`src/hdl/scp_pkg.sv`:
```
// Shared types and widths for the sphere collision push-out pipeline.
package scp_pkg;

   localparam int COORD_W = 32;
   localparam int RAD_W   = 31;
   localparam int ROOT_W  = 32;
   localparam int DSQ_W   = 66;
   localparam int NUM_W   = 65;
   localparam int QUO_W   = 33;
   localparam int AXES    = 3;

   typedef struct packed {
      logic signed [COORD_W-1:0] own_x;
      logic signed [COORD_W-1:0] own_y;
      logic signed [COORD_W-1:0] own_z;
      logic [RAD_W-1:0]          own_radius;
      logic signed [COORD_W-1:0] other_x;
      logic signed [COORD_W-1:0] other_y;
      logic signed [COORD_W-1:0] other_z;
      logic [RAD_W-1:0]          other_radius;
   } req_type;

   typedef struct packed {
      logic                      hit;
      logic signed [COORD_W-1:0] new_x;
      logic signed [COORD_W-1:0] new_y;
      logic signed [COORD_W-1:0] new_z;
   } rsp_type;

   typedef struct packed {
      logic [AXES-1:0][COORD_W-1:0] own;
      logic [AXES-1:0][COORD_W-1:0] oth;
      logic [AXES-1:0][COORD_W-1:0] mag;
      logic [AXES-1:0]              neg;
      logic [COORD_W-1:0]           rsum;
      logic                         hit;
      logic                         push;
   } ctx_type;

   typedef struct packed {
      logic [DSQ_W-1:0]  rem;
      logic [ROOT_W-1:0] root;
   } sq_type;

   typedef struct packed {
      logic [ROOT_W-1:0]            den;
      logic [AXES-1:0][NUM_W-1:0]   rem;
      logic [AXES-1:0][QUO_W-1:0]   quo;
   } dv_type;

endpackage

```
`src/hdl/scp_div_cell.sv`:
```
// One quotient bit of the three-axis pipelined restoring divider.
module scp_div_cell (
   input  logic             clock,
   input  logic             reset,
   input  logic             en,
   input  logic [5:0]       bit_idx,
   input  logic             in_valid,
   input  scp_pkg::ctx_type in_ctx,
   input  scp_pkg::dv_type  in_dat,
   output logic             out_valid,
   output scp_pkg::ctx_type out_ctx,
   output scp_pkg::dv_type  out_dat
);
   logic             valid_ff;
   scp_pkg::ctx_type ctx_ff;
   scp_pkg::dv_type  dat_ff, dat_in;
   logic [scp_pkg::NUM_W-1:0] trial;

   always_comb begin
      trial  = {{(scp_pkg::NUM_W-scp_pkg::ROOT_W){1'b0}}, in_dat.den} << bit_idx;
      dat_in = in_dat;
      for (int a = 0; a < scp_pkg::AXES; a++) begin
         if (in_dat.rem[a] >= trial) begin
            dat_in.rem[a] = in_dat.rem[a] - trial;
            dat_in.quo[a] = in_dat.quo[a] | ({{(scp_pkg::QUO_W-1){1'b0}}, 1'b1} << bit_idx);
         end
      end
   end

   always_ff @(posedge clock) begin
      if (reset) begin
         valid_ff <= 1'b0;
      end else if (en) begin
         valid_ff <= in_valid;
      end
      if (en) begin
         ctx_ff <= in_ctx;
         dat_ff <= dat_in;
      end
   end

   assign out_valid = valid_ff;
   assign out_ctx   = ctx_ff;
   assign out_dat   = dat_ff;
endmodule

```
`config.mk`:
```
export PLATFORM = sky130hd
export DESIGN_NAME = scp_div_cell
export DESIGN_NICKNAME = d
export VERILOG_FILES = /design/src/hdl/scp_pkg.sv /design/src/hdl/scp_div_cell.sv
export SDC_FILE = /design/constraint.sdc
export NUM_CORES = 1
export LEC_CHECK = 0
export ABC_AREA = 1
export BUFFER_PORTS_ARGS = -buffer_cell sky130_fd_sc_hd__buf_2
export CAP_MARGIN = 25
export CELL_PAD_IN_SITES_DETAIL_PLACEMENT = 1
export CELL_PAD_IN_SITES_GLOBAL_PLACEMENT = 2
export CORE_AREA = 2 2 515 517
export DETAILED_ROUTE_END_ITERATION = 10
export DIE_AREA = 0 0 517 519
export PLACE_DENSITY_LB_ADDON = 0.1
export SLEW_MARGIN = 25
export SYNTH_ARGS = -nofsm -noshare
export SYNTH_HDL_FRONTEND = slang
export SYNTH_SLANG_ARGS = --single-unit
```
`constraint.sdc`:
```
create_clock -name clock -period 4.2 [get_ports clock]
set_input_delay 0.21 -clock clock [delete_from_list [all_inputs] [get_ports clock]]
set_output_delay 0.21 -clock clock [all_outputs]
set_load 0.02 [all_outputs]
```
-- Word-level counts from Yosys, hierarchy flattened
Cells that the tools add are included.
- register bits: 652
- input bits: 661
- word-level logic and storage cells: 38
- add/sub/neg operators: 3
- $lt $le $gt $ge: 3
- shifts and indexed selects: 2
- multiplexer cells: 6
- bitwise gates (word level): 3
- operator list (kind ; count):
    65-bit greater-or-equal comparator ; 3
    65-bit 2-to-1 mux ; 3
    65-bit subtractor ; 3
    33-bit 2-to-1 mux ; 3
    33-bit OR ; 3
    32-bit by 6-bit left shift with 65-bit output ; 1
    1-bit by 6-bit left shift with 33-bit output, first input constant ; 1

-- Depth between registers and ports, before layout
- word-level depth: 3
- gate-level depth with buffers: 30
- mapped depth without buffers: 27

-- Worst setup path after synthesis
No wires, ideal clock.
- kind: in2reg
- start point: input port bit_idx[4]
- end point: register dat_ff, in the netlist out_dat[290] (data pin)
- data arrival time: 3.071 ns
- path slack: 0.876 ns
- stages: 21
- path buffers: 3
- path through: buf_2 -> clkinv_1 -> nor2_1 -> inv_1 -> clkbuf_1 -> nor2_1 -> nand2_1 -> nand2_1 -> inv_1 -> ha_1 -> nand2_1 -> nor2_1 -> nand2_1 -> inv_1 -> a21oi_1 -> nand2_1 -> nor2_4 -> nand2_8 -> buf_4 -> nand3_1 -> nand2_1
- RTL lines (element ; RTL line ; RTL):
    from (decl) ; scp_div_cell.sv:6 ; input logic [5:0] bit_idx,
    to (signal assigned) ; scp_div_cell.sv:38 ; dat_ff <= dat_in;
    to (decl) ; scp_div_cell.sv:16 ; scp_pkg::dv_type dat_ff, dat_in;

==> flow_metrics.env <==
export IMPL_placed_cells=12310
export IMPL_gp_congestion=0.9152
export IMPL_synth_cell_types=47
export IMPL_start_kind="input port"
export IMPL_vias=54690
export IMPL_clk_path_buf_depth=3
export IMPL_critPathBufInv=7
export IMPL_synthXorXnorAreaFrac_pct=1.771
export IMPL_irDropWorstVdd_v=0.0003164
export IMPL_drive_above_1_share_pct=31.44
export IMPL_worst_path_max_fanout=13
export IMPL_start_util_pct=16.90
export IMPL_final_cell_area_mm2=0.07666
export IMPL_slew_violations=0
export IMPL_netlist_area_mm2=0.04451
export IMPL_first_pass_iters=5
export IMPL_total_power_mw=28.93
export IMPL_multiInputGateArea_mm2=0.02019
export IMPL_root_buffer="clkbuf_16"
export IMPL_holdCritPathClass="input port to flip-flop"
export IMPL_fin_skew_ns=0
export IMPL_layout_commonest_cell="nand2_1"
export IMPL_setup_violations=0
export IMPL_synth_adder_area_share_pct=5.700
export IMPL_cellPowerDensity_mw_per_mm2=377.4
export IMPL_num_fill_cells=32280
export IMPL_first_global_vias=57200
export IMPL_finalSetupTns_ns=0
export IMPL_required_ns=4.70
export IMPL_die_area_mm2=0.2683
export IMPL_antenna_found_initial=100
export IMPL_clkTransAtPathRegs_ns=0.06
export IMPL_post_route_drc_count=0
export IMPL_relSlewSlack_pct=32.19
export IMPL_setup_ws_ns=0.1136
export IMPL_post_drt_wl_per_cell_um=29.28
export IMPL_seq_area_frac_synth_pct=43.96
export IMPL_groute_usage_overall_pct=27.99
export IMPL_layout_min_cycle_time_ns=4.086
export IMPL_cp_arrival_ns=4.59
export IMPL_drtIter0Drc=3425
export IMPL_seq_area_mm2=0.01957
export IMPL_cts_inserted_buffers=92
export IMPL_yosys_area_share_simple_pct=34.54
export IMPL_cts_tree="done"
export IMPL_port_buffers=1312
export IMPL_hpwl_mm=335.7
export IMPL_leakage_nw=39.87
export IMPL_insertion_delay_ns=0.76
export IMPL_mostFrequentLayoutCells="nand2_1, buf_4, buf_2, inv_1, dlygate4sd3_1"
export IMPL_clkSinkCount=652
export IMPL_h_tree_depth=3
export IMPL_yosysWarnings=0
export IMPL_synth_fp_nets=7014
export IMPL_die_w_um=517
export IMPL_final_instance_count_excl_fill=13190
export IMPL_yosys_mux_area_fraction_pct=0.02249
export IMPL_ios=1313
export IMPL_hold_viol_final=0
export IMPL_fin_nets=10390
export IMPL_synth_top_family_by_area="simple AND/OR/NAND/NOR gates"
export IMPL_timing_final_crit_share_pct=97.30
export IMPL_wirelength_mm=386.2
export IMPL_syn_area_per_cell_um2=7.235
export IMPL_slowest_stage="dlygate4sd3_1"
export IMPL_fp_dieH_um=519
export IMPL_outcome="finished, final reports clean"
export IMPL_cp_end_kind="flip-flop"
export IMPL_worstSetupPathType="input port to flip-flop"
export IMPL_vias_per_cell=4.147
export IMPL_crit_top_cell="nand2_1"
export IMPL_place_area_mm2=0.06664
export IMPL_core_rowCount=189
export IMPL_cp_top_family="simple AND/OR/NAND/NOR gates"
export IMPL_grt_pass1_wl_mm=506.0
export IMPL_synthToLayoutAreaGrowth_pct=72.21
export IMPL_timing_fmax_mhz=244.7
export IMPL_netlist_instances=6152
export IMPL_drv_cap=0
export IMPL_pre_cts_ws_ns=-0.8368
export IMPL_ant_nets=0
export IMPL_synth_compound_area_share_pct=2.980
export IMPL_design_core_area_mm2=0.2634
export IMPL_cpPeakStageDelay_ns=0.55
export IMPL_worstMarginPinSlew_ns=1.017
export IMPL_grt_max_degree=113
export IMPL_ys_ff_latch=652
export IMPL_grt_ovfl_total=0
## per-layer routing
| layer | up-vias | part of all wire, % | wire [um] | track usage (%) |
|---|---|---|---|---|
| li1 | 26090 | - | - | - |
| met1 | 26750 | 43 | 165000 | 34.84 |
| met2 | 1428 | 47 | 179700 | 46.46 |
| met3 | 414 | 5.8 | 22570 | 5.792 |
| met4 | 14 | 4.9 | 18870 | 11.99 |
| met5 | - | 0.024 | 92 | 0 |
## path summary, 6_finish.rpt
check                         startpoint                      to  slack [ns]  cells past startpoint
hold reg to reg   out_valid$_SDFFE_PP0P_  out_valid$_SDFFE_PP0P_        1.08                      3
hold / removal                in_dat[98]   out_dat[98]$_DFFE_PP_        0.13                      4
setup reg to reg  out_valid$_SDFFE_PP0P_  out_valid$_SDFFE_PP0P_        3.03                      3
setup / recovery             in_dat[311]   out_dat[29]$_DFFE_PP_        0.11                     25
## cell families (layout without fill, tap and decap cells)
logic type,count (synthesis),count (layout)
simple gates,3708,3708
mux,1,1
xor+xnor,90,90
flops,652,652
compound gates,251,251
buf+inv,1249,4705
other cells,0,49
fa+ha+maj,201,201
## worst register-to-register path: cells and delay by family, from the launching register on
kind                   cells  cell delay (ns)
buffers and inverters      1             0.55
flip-flops                 1             0.31
multiplexers               1             0.14
AND/OR/NAND/NOR            1             0.06
## through the flow
| stage | hold WS [ns] | utilization [%] |
|---|---|---|
| 2_1_floorplan | 0.2824 | - |
| 3_3_place_gp | 0.3862 | 25.30 |
| 3_5_place_dp | 0.3884 | 25.30 |
| 4_1_cts | 0.05627 | 28.99 |
| 5_1_grt | 0.06022 | 29.09 |
| 6_report | 0.1268 | 29.10 |
## synthesized netlist by cell type, drive strengths merged
library cell	instances	share of area [%]
nand2	2576	22
inv	1134	9.6
edfxtp	651	44
nand3	539	6.5
nor2	421	3.7
ha	198	5.6
a21oi	157	1.8
xor2	90	1.8
buf	69	1.1
o21ai	61	0.69
clkbuf	44	0.37
nand3b	44	0.74
nor3	40	0.48
nand4	27	0.38
nor4	20	0.31
or2	17	0.24
and3	15	0.21
and2	9	0.13
o21a	9	0.15
a31oi	8	0.11
o22ai	7	0.098
fa	3	0.13
a21boi	2	0.034
clkinv	2	0.017
o211ai	2	0.034
o21bai	2	0.034
a211oi	1	0.017
a21o	1	0.017
dfxtp	1	0.045
mux2i	1	0.022
o211a	1	0.022
## final cells by class
type	instances	area share [%]
repair buffers	3395	32.50
multi-input cells	4251	26.34
flip-flops and latches	652	25.53
well taps	3533	5.767
inverters	1136	5.567
clock buffers	103	3.085
clock inverters	71	1.051
diodes	49	0.1600
## power breakdown
group | leakage [nW] | internal, mW | total [mW] | switching [mW]
clock | 1.53 | 4.79 | 8.57 | 3.78
sequential | 6.37 | 8.10 | 8.59 | 0.488
combinational | 32.0 | 4.49 | 11.8 | 7.29
total | 39.9 | 17.4 | 28.9 | 11.6
## sequential cells by signal, indices dropped and copies added, names as in the netlist
signal	count
out_dat	326
out_valid	1
out_ctx	325
## timing repair
item,4_1_cts,5_1_grt
buffers inserted,1,2
endpoints found under the setup margin,2,287
gates cloned,0,1
pin swaps,0,2
hold endpoints to repair,651,0
hold buffers,652,0
resized for setup,3,47
No activity file was read; power rests on OpenSTA's default activity.
