File: config.mk
export PLATFORM = sky130hd
export DESIGN_NAME = scp_sqrt_cell
export DESIGN_NICKNAME = d
export VERILOG_FILES = /design/src/hdl/scp_pkg.sv /design/src/hdl/scp_sqrt_cell.sv
export SDC_FILE = /design/constraint.sdc
export NUM_CORES = 1
export LEC_CHECK = 0
export ABC_AREA = 0
export BUFFER_PORTS_ARGS = -buffer_cell sky130_fd_sc_hd__buf_2
export CORE_AREA = 2 2 333 335
export CTS_CLUSTER_DIAMETER = 50
export DETAILED_ROUTE_END_ITERATION = 12
export DIE_AREA = 0 0 335 337
export GPL_ROUTABILITY_DRIVEN = 0
export SETUP_SLACK_MARGIN = 0.05
export SYNTH_ARGS = -nofsm -noshare
export SYNTH_HDL_FRONTEND = slang
export SYNTH_SLANG_ARGS = --single-unit
File: constraint.sdc
create_clock -name clock -period 9.4 [get_ports clock]
set_input_delay 0.47 -clock clock [delete_from_list [all_inputs] [get_ports clock]]
set_output_delay 0.47 -clock clock [all_outputs]
set_load 0.02 [all_outputs]
File: src/hdl/scp_pkg.sv
// Shared types and widths for the sphere collision push-out pipeline.
package scp_pkg;

   localparam int COORD_W = 32;
   localparam int RAD_W   = 31;
   localparam int ROOT_W  = 32;
   localparam int DSQ_W   = 66;
   localparam int NUM_W   = 65;
   localparam int QUO_W   = 33;
   localparam int AXES    = 3;

   typedef struct packed {
      logic signed [COORD_W-1:0] own_x;
      logic signed [COORD_W-1:0] own_y;
      logic signed [COORD_W-1:0] own_z;
      logic [RAD_W-1:0]          own_radius;
      logic signed [COORD_W-1:0] other_x;
      logic signed [COORD_W-1:0] other_y;
      logic signed [COORD_W-1:0] other_z;
      logic [RAD_W-1:0]          other_radius;
   } req_type;

   typedef struct packed {
      logic                      hit;
      logic signed [COORD_W-1:0] new_x;
      logic signed [COORD_W-1:0] new_y;
      logic signed [COORD_W-1:0] new_z;
   } rsp_type;

   typedef struct packed {
      logic [AXES-1:0][COORD_W-1:0] own;
      logic [AXES-1:0][COORD_W-1:0] oth;
      logic [AXES-1:0][COORD_W-1:0] mag;
      logic [AXES-1:0]              neg;
      logic [COORD_W-1:0]           rsum;
      logic                         hit;
      logic                         push;
   } ctx_type;

   typedef struct packed {
      logic [DSQ_W-1:0]  rem;
      logic [ROOT_W-1:0] root;
   } sq_type;

   typedef struct packed {
      logic [ROOT_W-1:0]            den;
      logic [AXES-1:0][NUM_W-1:0]   rem;
      logic [AXES-1:0][QUO_W-1:0]   quo;
   } dv_type;

endpackage

File: src/hdl/scp_sqrt_cell.sv
// One root bit of the pipelined integer square root.
module scp_sqrt_cell (
   input  logic             clock,
   input  logic             reset,
   input  logic             en,
   input  logic [4:0]       bit_idx,
   input  logic             in_valid,
   input  scp_pkg::ctx_type in_ctx,
   input  scp_pkg::sq_type  in_dat,
   output logic             out_valid,
   output scp_pkg::ctx_type out_ctx,
   output scp_pkg::sq_type  out_dat
);
   logic             valid_ff;
   scp_pkg::ctx_type ctx_ff;
   scp_pkg::sq_type  dat_ff, dat_in;
   logic [scp_pkg::DSQ_W-1:0] trial;

   always_comb begin
      trial = ({{(scp_pkg::DSQ_W-scp_pkg::ROOT_W){1'b0}}, in_dat.root} << ({1'b0, bit_idx} + 6'd1))
            + ({{(scp_pkg::DSQ_W-1){1'b0}}, 1'b1} << {bit_idx, 1'b0});
      dat_in = in_dat;
      if (in_dat.rem >= trial) begin
         dat_in.rem  = in_dat.rem - trial;
         dat_in.root = in_dat.root | (32'd1 << bit_idx);
      end
   end

   always_ff @(posedge clock) begin
      if (reset) begin
         valid_ff <= 1'b0;
      end else if (en) begin
         valid_ff <= in_valid;
      end
      if (en) begin
         ctx_ff <= in_ctx;
         dat_ff <= dat_in;
      end
   end

   assign out_valid = valid_ff;
   assign out_ctx   = ctx_ff;
   assign out_dat   = dat_ff;
endmodule

# Word level (Yosys, flattened, before mapping)
# Cells that the tools add are included.
[classes]
n_addsub = 3
n_shift = 3
magnitude_cmp = 1
mux = 1
bitwise = 1
[op_table]
columns = ["operator", "count"]
rows = [
  ["$mux 98", 1],
  ["$add 66x66->66", 1],
  ["$ge 66x66->1", 1],
  ["$shl 1x6->66 const A", 1],
  ["$shl 32x6->66", 1],
  ["$sub 66x66->66", 1],
  ["$or 32x32->32", 1],
  ["$shl 1x5->32 const A", 1],
  ["$add 5x1->6 const B", 1],
]
[word_totals]
register_bits = 424
in_bits = 432
out_inout_bits = 424

# Logic depth before layout (Yosys ltp)
[depth]
ltp_word = 5
ltp_mapped = 42
depth_no_buf = 35

# Worst setup path after synthesis
# Ideal clock, no wire load.
[synth_timing]
path_kind = "input-to-reg"
start = "input bit_idx[2]"
end = "register dat_ff (netlist bit out_dat[20]), data pin"
required_ns = 9.144
setup_ns = 0.256
arrival_ns = 8.343
path_stages = 36
path_slack_ns = 0.801
path_cell_list = "clkbuf_1 -> inv_1 -> ha_1 -> clkbuf_1 -> clkbuf_1 -> clkbuf_1 -> buf_1 -> clkbuf_1 -> buf_1 -> mux2i_1 -> a21oi_1 -> a21oi_1 -> nor2_1 -> ha_1 -> and3_1 -> o311ai_0 -> a21oi_1 -> o31ai_4 -> o21ai_2 -> a21bo_4 -> a21oi_1 -> xnor2_1 -> ha_1 -> clkbuf_1 -> a21o_1 -> a211o_1 -> o22ai_1 -> nor3_1 -> a211oi_1 -> o21ai_1 -> a31oi_1 -> o31a_1 -> clkbuf_1 -> clkbuf_1 -> nor2_1 -> a31o_2"
[synth_lines]
columns = ["element", "line", "source"]
rows = [
  ["start: declaration", "scp_sqrt_cell.sv:6", "input logic [4:0] bit_idx,"],
  ["end signal: assignment", "scp_sqrt_cell.sv:37", "dat_ff <= dat_in;"],
  ["end: declaration", "scp_sqrt_cell.sv:16", "scp_pkg::sq_type dat_ff, dat_in;"],
]

==> report_table.html <==
<table>
<tr><th>Metric</th><th>Value</th></tr>
<tr><th colspan="2">Status</th></tr>
<tr><td>Status</td><td>completed</td></tr>
<tr><th colspan="2">GRT</th></tr>
<tr><td>Pin count of the biggest net entering global routing</td><td>157</td></tr>
<tr><td>Vias in the first global route</td><td>22869</td></tr>
<tr><td>Overflow left after global routing</td><td>0</td></tr>
<tr><td>Wire length of the first global-routing pass</td><td>186 mm</td></tr>
<tr><td>Total routing usage reported by global routing</td><td>23.8%</td></tr>
<tr><td>Initial antenna violation count</td><td>62</td></tr>
<tr><th colspan="2">Clocking</th></tr>
<tr><td>Clk buf depth</td><td>3</td></tr>
<tr><td>CTS H-tree lvls</td><td>3</td></tr>
<tr><td>Number of buffers added by the clock tree synthesis step</td><td>76</td></tr>
<tr><td>Setup bufs post-CTS</td><td>0</td></tr>
<tr><td>Root buffer cell</td><td>clkbuf_16</td></tr>
<tr><td>Clock insertion delay at the later pin of the skew report</td><td>0.62 ns</td></tr>
<tr><td>Clock slew at reported path FFs</td><td>0.06 ns</td></tr>
<tr><td>TritonCTS clock tree</td><td>built</td></tr>
<tr><td>Sinks on Clock Net</td><td>424</td></tr>
<tr><th colspan="2">Synthesis</th></tr>
<tr><td>Number of flops mapped to enable cells by yosys</td><td>423</td></tr>
<tr><td>Proportion of register bits with asynchronous set or reset after synthesis</td><td>0%</td></tr>
<tr><td>Post-synthesis sequential area ratio</td><td>53.0%</td></tr>
<tr><td>Synth warn</td><td>0</td></tr>
<tr><td>Mapped Cells</td><td>2116</td></tr>
<tr><td>Post-Syn Nets</td><td>2654</td></tr>
<tr><td>Main synth FF type</td><td>edfxtp_1</td></tr>
<tr><td>Syn Std Cell Area</td><td>24000 sq um</td></tr>
<tr><td>Avg Synthesized Cell Area</td><td>11.4 sq um</td></tr>
<tr><td>Distinct cell type count of the synthesized netlist</td><td>100</td></tr>
<tr><td>Yosys reg bits</td><td>424</td></tr>
<tr><th colspan="2">Critical path</th></tr>
<tr><td>Startpoint types</td><td>primary input</td></tr>
<tr><td>WP data arrival</td><td>8.66 ns</td></tr>
<tr><td>Class of the most critical setup path</td><td>primary input to register</td></tr>
<tr><td>Length in cells of the worst reg-to-reg path</td><td>2</td></tr>
<tr><td>Worst path slowest cell</td><td>nor3b_1</td></tr>
<tr><td>Worst path max stage delay</td><td>0.47 ns</td></tr>
<tr><td>First element of the critical path</td><td>bit_idx[1]</td></tr>
<tr><td>Worst reg2reg path startpoint</td><td>out_valid</td></tr>
<tr><td>Critical path data required time</td><td>9.84 ns</td></tr>
<tr><td>CP max FO</td><td>36</td></tr>
<tr><td>Kind of capture point of the worst setup path</td><td>register</td></tr>
<tr><td>Reg2Reg Capture Point</td><td>out_valid</td></tr>
<tr><td>Register-to-register setup slack</td><td>8.83 ns</td></tr>
<tr><td>Capturing element of the worst setup path</td><td>out_dat[94]</td></tr>
<tr><th colspan="2">Min path</th></tr>
<tr><td>Hold Path Origin</td><td>in_ctx[86]</td></tr>
<tr><td>Worst min path class</td><td>primary input to register</td></tr>
<tr><th colspan="2">Job</th></tr>
<tr><td>Number of maximum-capacitance constraint violations</td><td>0</td></tr>
<tr><th colspan="2">Timing</th></tr>
<tr><td>Setup-violating endpoint count in the final report</td><td>0</td></tr>
<tr><td>Crit path setup slack, layout</td><td>1.17 ns</td></tr>
<tr><td>Post-route fraction of the period consumed by the critical path</td><td>87.5%</td></tr>
<tr><td>Post-route clock skew</td><td>0 ns</td></tr>
<tr><td>Min Clock Period, post-route</td><td>8.23 ns</td></tr>
<tr><td>Max frequency</td><td>122 MHz</td></tr>
<tr><td>Pins Over Slew Limit</td><td>0</td></tr>
<tr><td>Final Hold Violating Endpoints</td><td>0</td></tr>
<tr><td>Least-Margin Pin Slew</td><td>1.01 ns</td></tr>
<tr><td>Slew headroom</td><td>32.2%</td></tr>
<tr><td>Summed negative setup slack over all endpoints</td><td>0 ns</td></tr>
<tr><td>Unrepaired setup endpoints after global routing</td><td>false</td></tr>
<tr><th colspan="2">Die</th></tr>
<tr><td>Placeable Area</td><td>110000 sq um</td></tr>
<tr><td>Number of cell rows</td><td>122</td></tr>
<tr><td>Initial core utilization</td><td>21.9%</td></tr>
<tr><td>Total Die Area</td><td>113000 sq um</td></tr>
<tr><td>IO Pins</td><td>856</td></tr>
<tr><td>Width of the chip</td><td>335 um</td></tr>
<tr><td>Chip height</td><td>337 um</td></tr>
<tr><th colspan="2">Placed design</th></tr>
<tr><td>Setup slack at placement</td><td>0.845 ns</td></tr>
<tr><td>HPWL Detailed</td><td>114 mm</td></tr>
<tr><td>Quantity of I/O buffers inserted on ports</td><td>855</td></tr>
<tr><td>Cell area after placement</td><td>30400 sq um</td></tr>
<tr><td>Number of cells in the design after placement</td><td>4380</td></tr>
<tr><th colspan="2">Layout</th></tr>
<tr><td>Post-route insts no fill</td><td>4845</td></tr>
<tr><td>Most common library cell in the layout ignoring fill and taps</td><td>buf_2</td></tr>
<tr><td>Summed area of non-filler cells in the final layout</td><td>36100 sq um</td></tr>
<tr><td>Layout cell share with drive strength beyond 1</td><td>34.3%</td></tr>
<tr><td>Commonest cells after routing, fill and taps aside</td><td>buf_2, edfxtp_1, dlygate4sd3_1</td></tr>
<tr><td>Final net count</td><td>3879</td></tr>
<tr><td>Area grow syn2layout</td><td>50.4%</td></tr>
<tr><th colspan="2">Drt</th></tr>
<tr><td>Antenna-violating nets left</td><td>0</td></tr>
<tr><td>DRT Pass-1 Iters</td><td>6</td></tr>
<tr><td>Mean number of vias per cell</td><td>4.93</td></tr>
<tr><td>Remaining routing DRC violations</td><td>0</td></tr>
<tr><td>Detailed Route WL</td><td>141 mm</td></tr>
<tr><td>Mean routed wirelength per cell</td><td>29.1 um</td></tr>
<tr><td>First-iteration detailed-routing DRC count</td><td>2320</td></tr>
<tr><td>Routed vias</td><td>23897</td></tr>
<tr><th colspan="2">Power and ir drop</th></tr>
<tr><td>Leakage power total</td><td>15.1 nW</td></tr>
<tr><td>Power per Cell Area</td><td>204 nW/um^2</td></tr>
<tr><td>Peak supply drop</td><td>0.118 mV</td></tr>
</table>
[Yosys cell counts (all sizes together), types with 48 or more instances]
master  instances  area (sq um)
edfxtp        423         12700
mux2i          52           524
o21ai         145           733
nor2          158           593
clkbuf         70           263
xnor2          72           638
xor2           48           420
inv            48           180
ha            105          1310
nand2         191           717
a21o           82           616
a21oi         130           651
[routing by layer]
| layer | GRT usage [%] | share of wire [%] | up-vias |
|---|---|---|---|
| met1 | 27.7 | 38 | 11672 |
| met5 | 0 | 0.12 | - |
| li1 | - | - | 10552 |
| met2 | 39.1 | 47 | 1352 |
| met4 | 9.75 | 4.5 | 26 |
| met3 | 9.16 | 10 | 295 |
[cells by family after synthesis]
group	share of synthesized area, %
AOI/OAI and AO/OA	16.8
and+or+nand+nor	11.8
DFF	53.0
buffers and inverters	2.57
xor gates and xnor gates	4.41
muxes	5.90
adders and majority gates	5.55
[registers in the layout, summed over array words and instances, names as in the netlist]
| name | count |
|---|---|
| out_valid | 1 |
| out_ctx | 325 |
| out_dat | 98 |
[worst max-delay path, delay by kind of cell]
| kind | cells | cell delay [ns] |
|---|---|---|
| muxes | 2 | 0.57 |
| xor gates and xnor gates | 1 | 0.19 |
| and+or+nand+nor | 11 | 2.57 |
| AOI/OAI and AO/OA | 12 | 2.80 |
| adders and majority gates | 3 | 1.20 |
| buffers and inverters | 5 | 0.82 |
[timing repair]
| item | 4_1_cts | 5_1_grt |
|---|---|---|
| hold endpoints to repair | 307 | 2 |
| resized for setup | 0 | 0 |
| hold buffers | 307 | 2 |
[where the power goes]
group,total [mW],switching [mW],internal [mW]
registers,2.44,0.117,2.32
logic,2.16,1.36,0.798
clock network,2.78,1.14,1.64
total,7.38,2.62,4.76
[worst min path at each step]
stage                        to  cells past startpoint
floorplan             out_valid                      1
global route        out_ctx[71]                      1
detailed placement    out_valid                      2
CTS                 out_ctx[81]                      1
finish              out_ctx[86]                      1
global placement      out_valid                      2
[per-stage QoR]
step	utilization, %	hold slack (ns)	power [mW]
floorplan	-	0.542	3.56
global placement	27.7	0.476	4.46
detailed placement	27.7	0.484	4.46
CTS	32.9	0.00199	7.43
global route	32.9	0.00760	7.66
finish	33.0	0.0593	7.38
[area by class of cell]
cell class              count  area (sq um)
flip-flops and latches    424         12700
fillers                 11272         73500
diodes                     20          50.0
multi-input cells        1542         10700
clock inverters            56           641
inverters                  48           180
clock buffers              80          1920
repair buffers           1249          8110
well taps                1426          1780
Power figures use the tool's default switching activity.
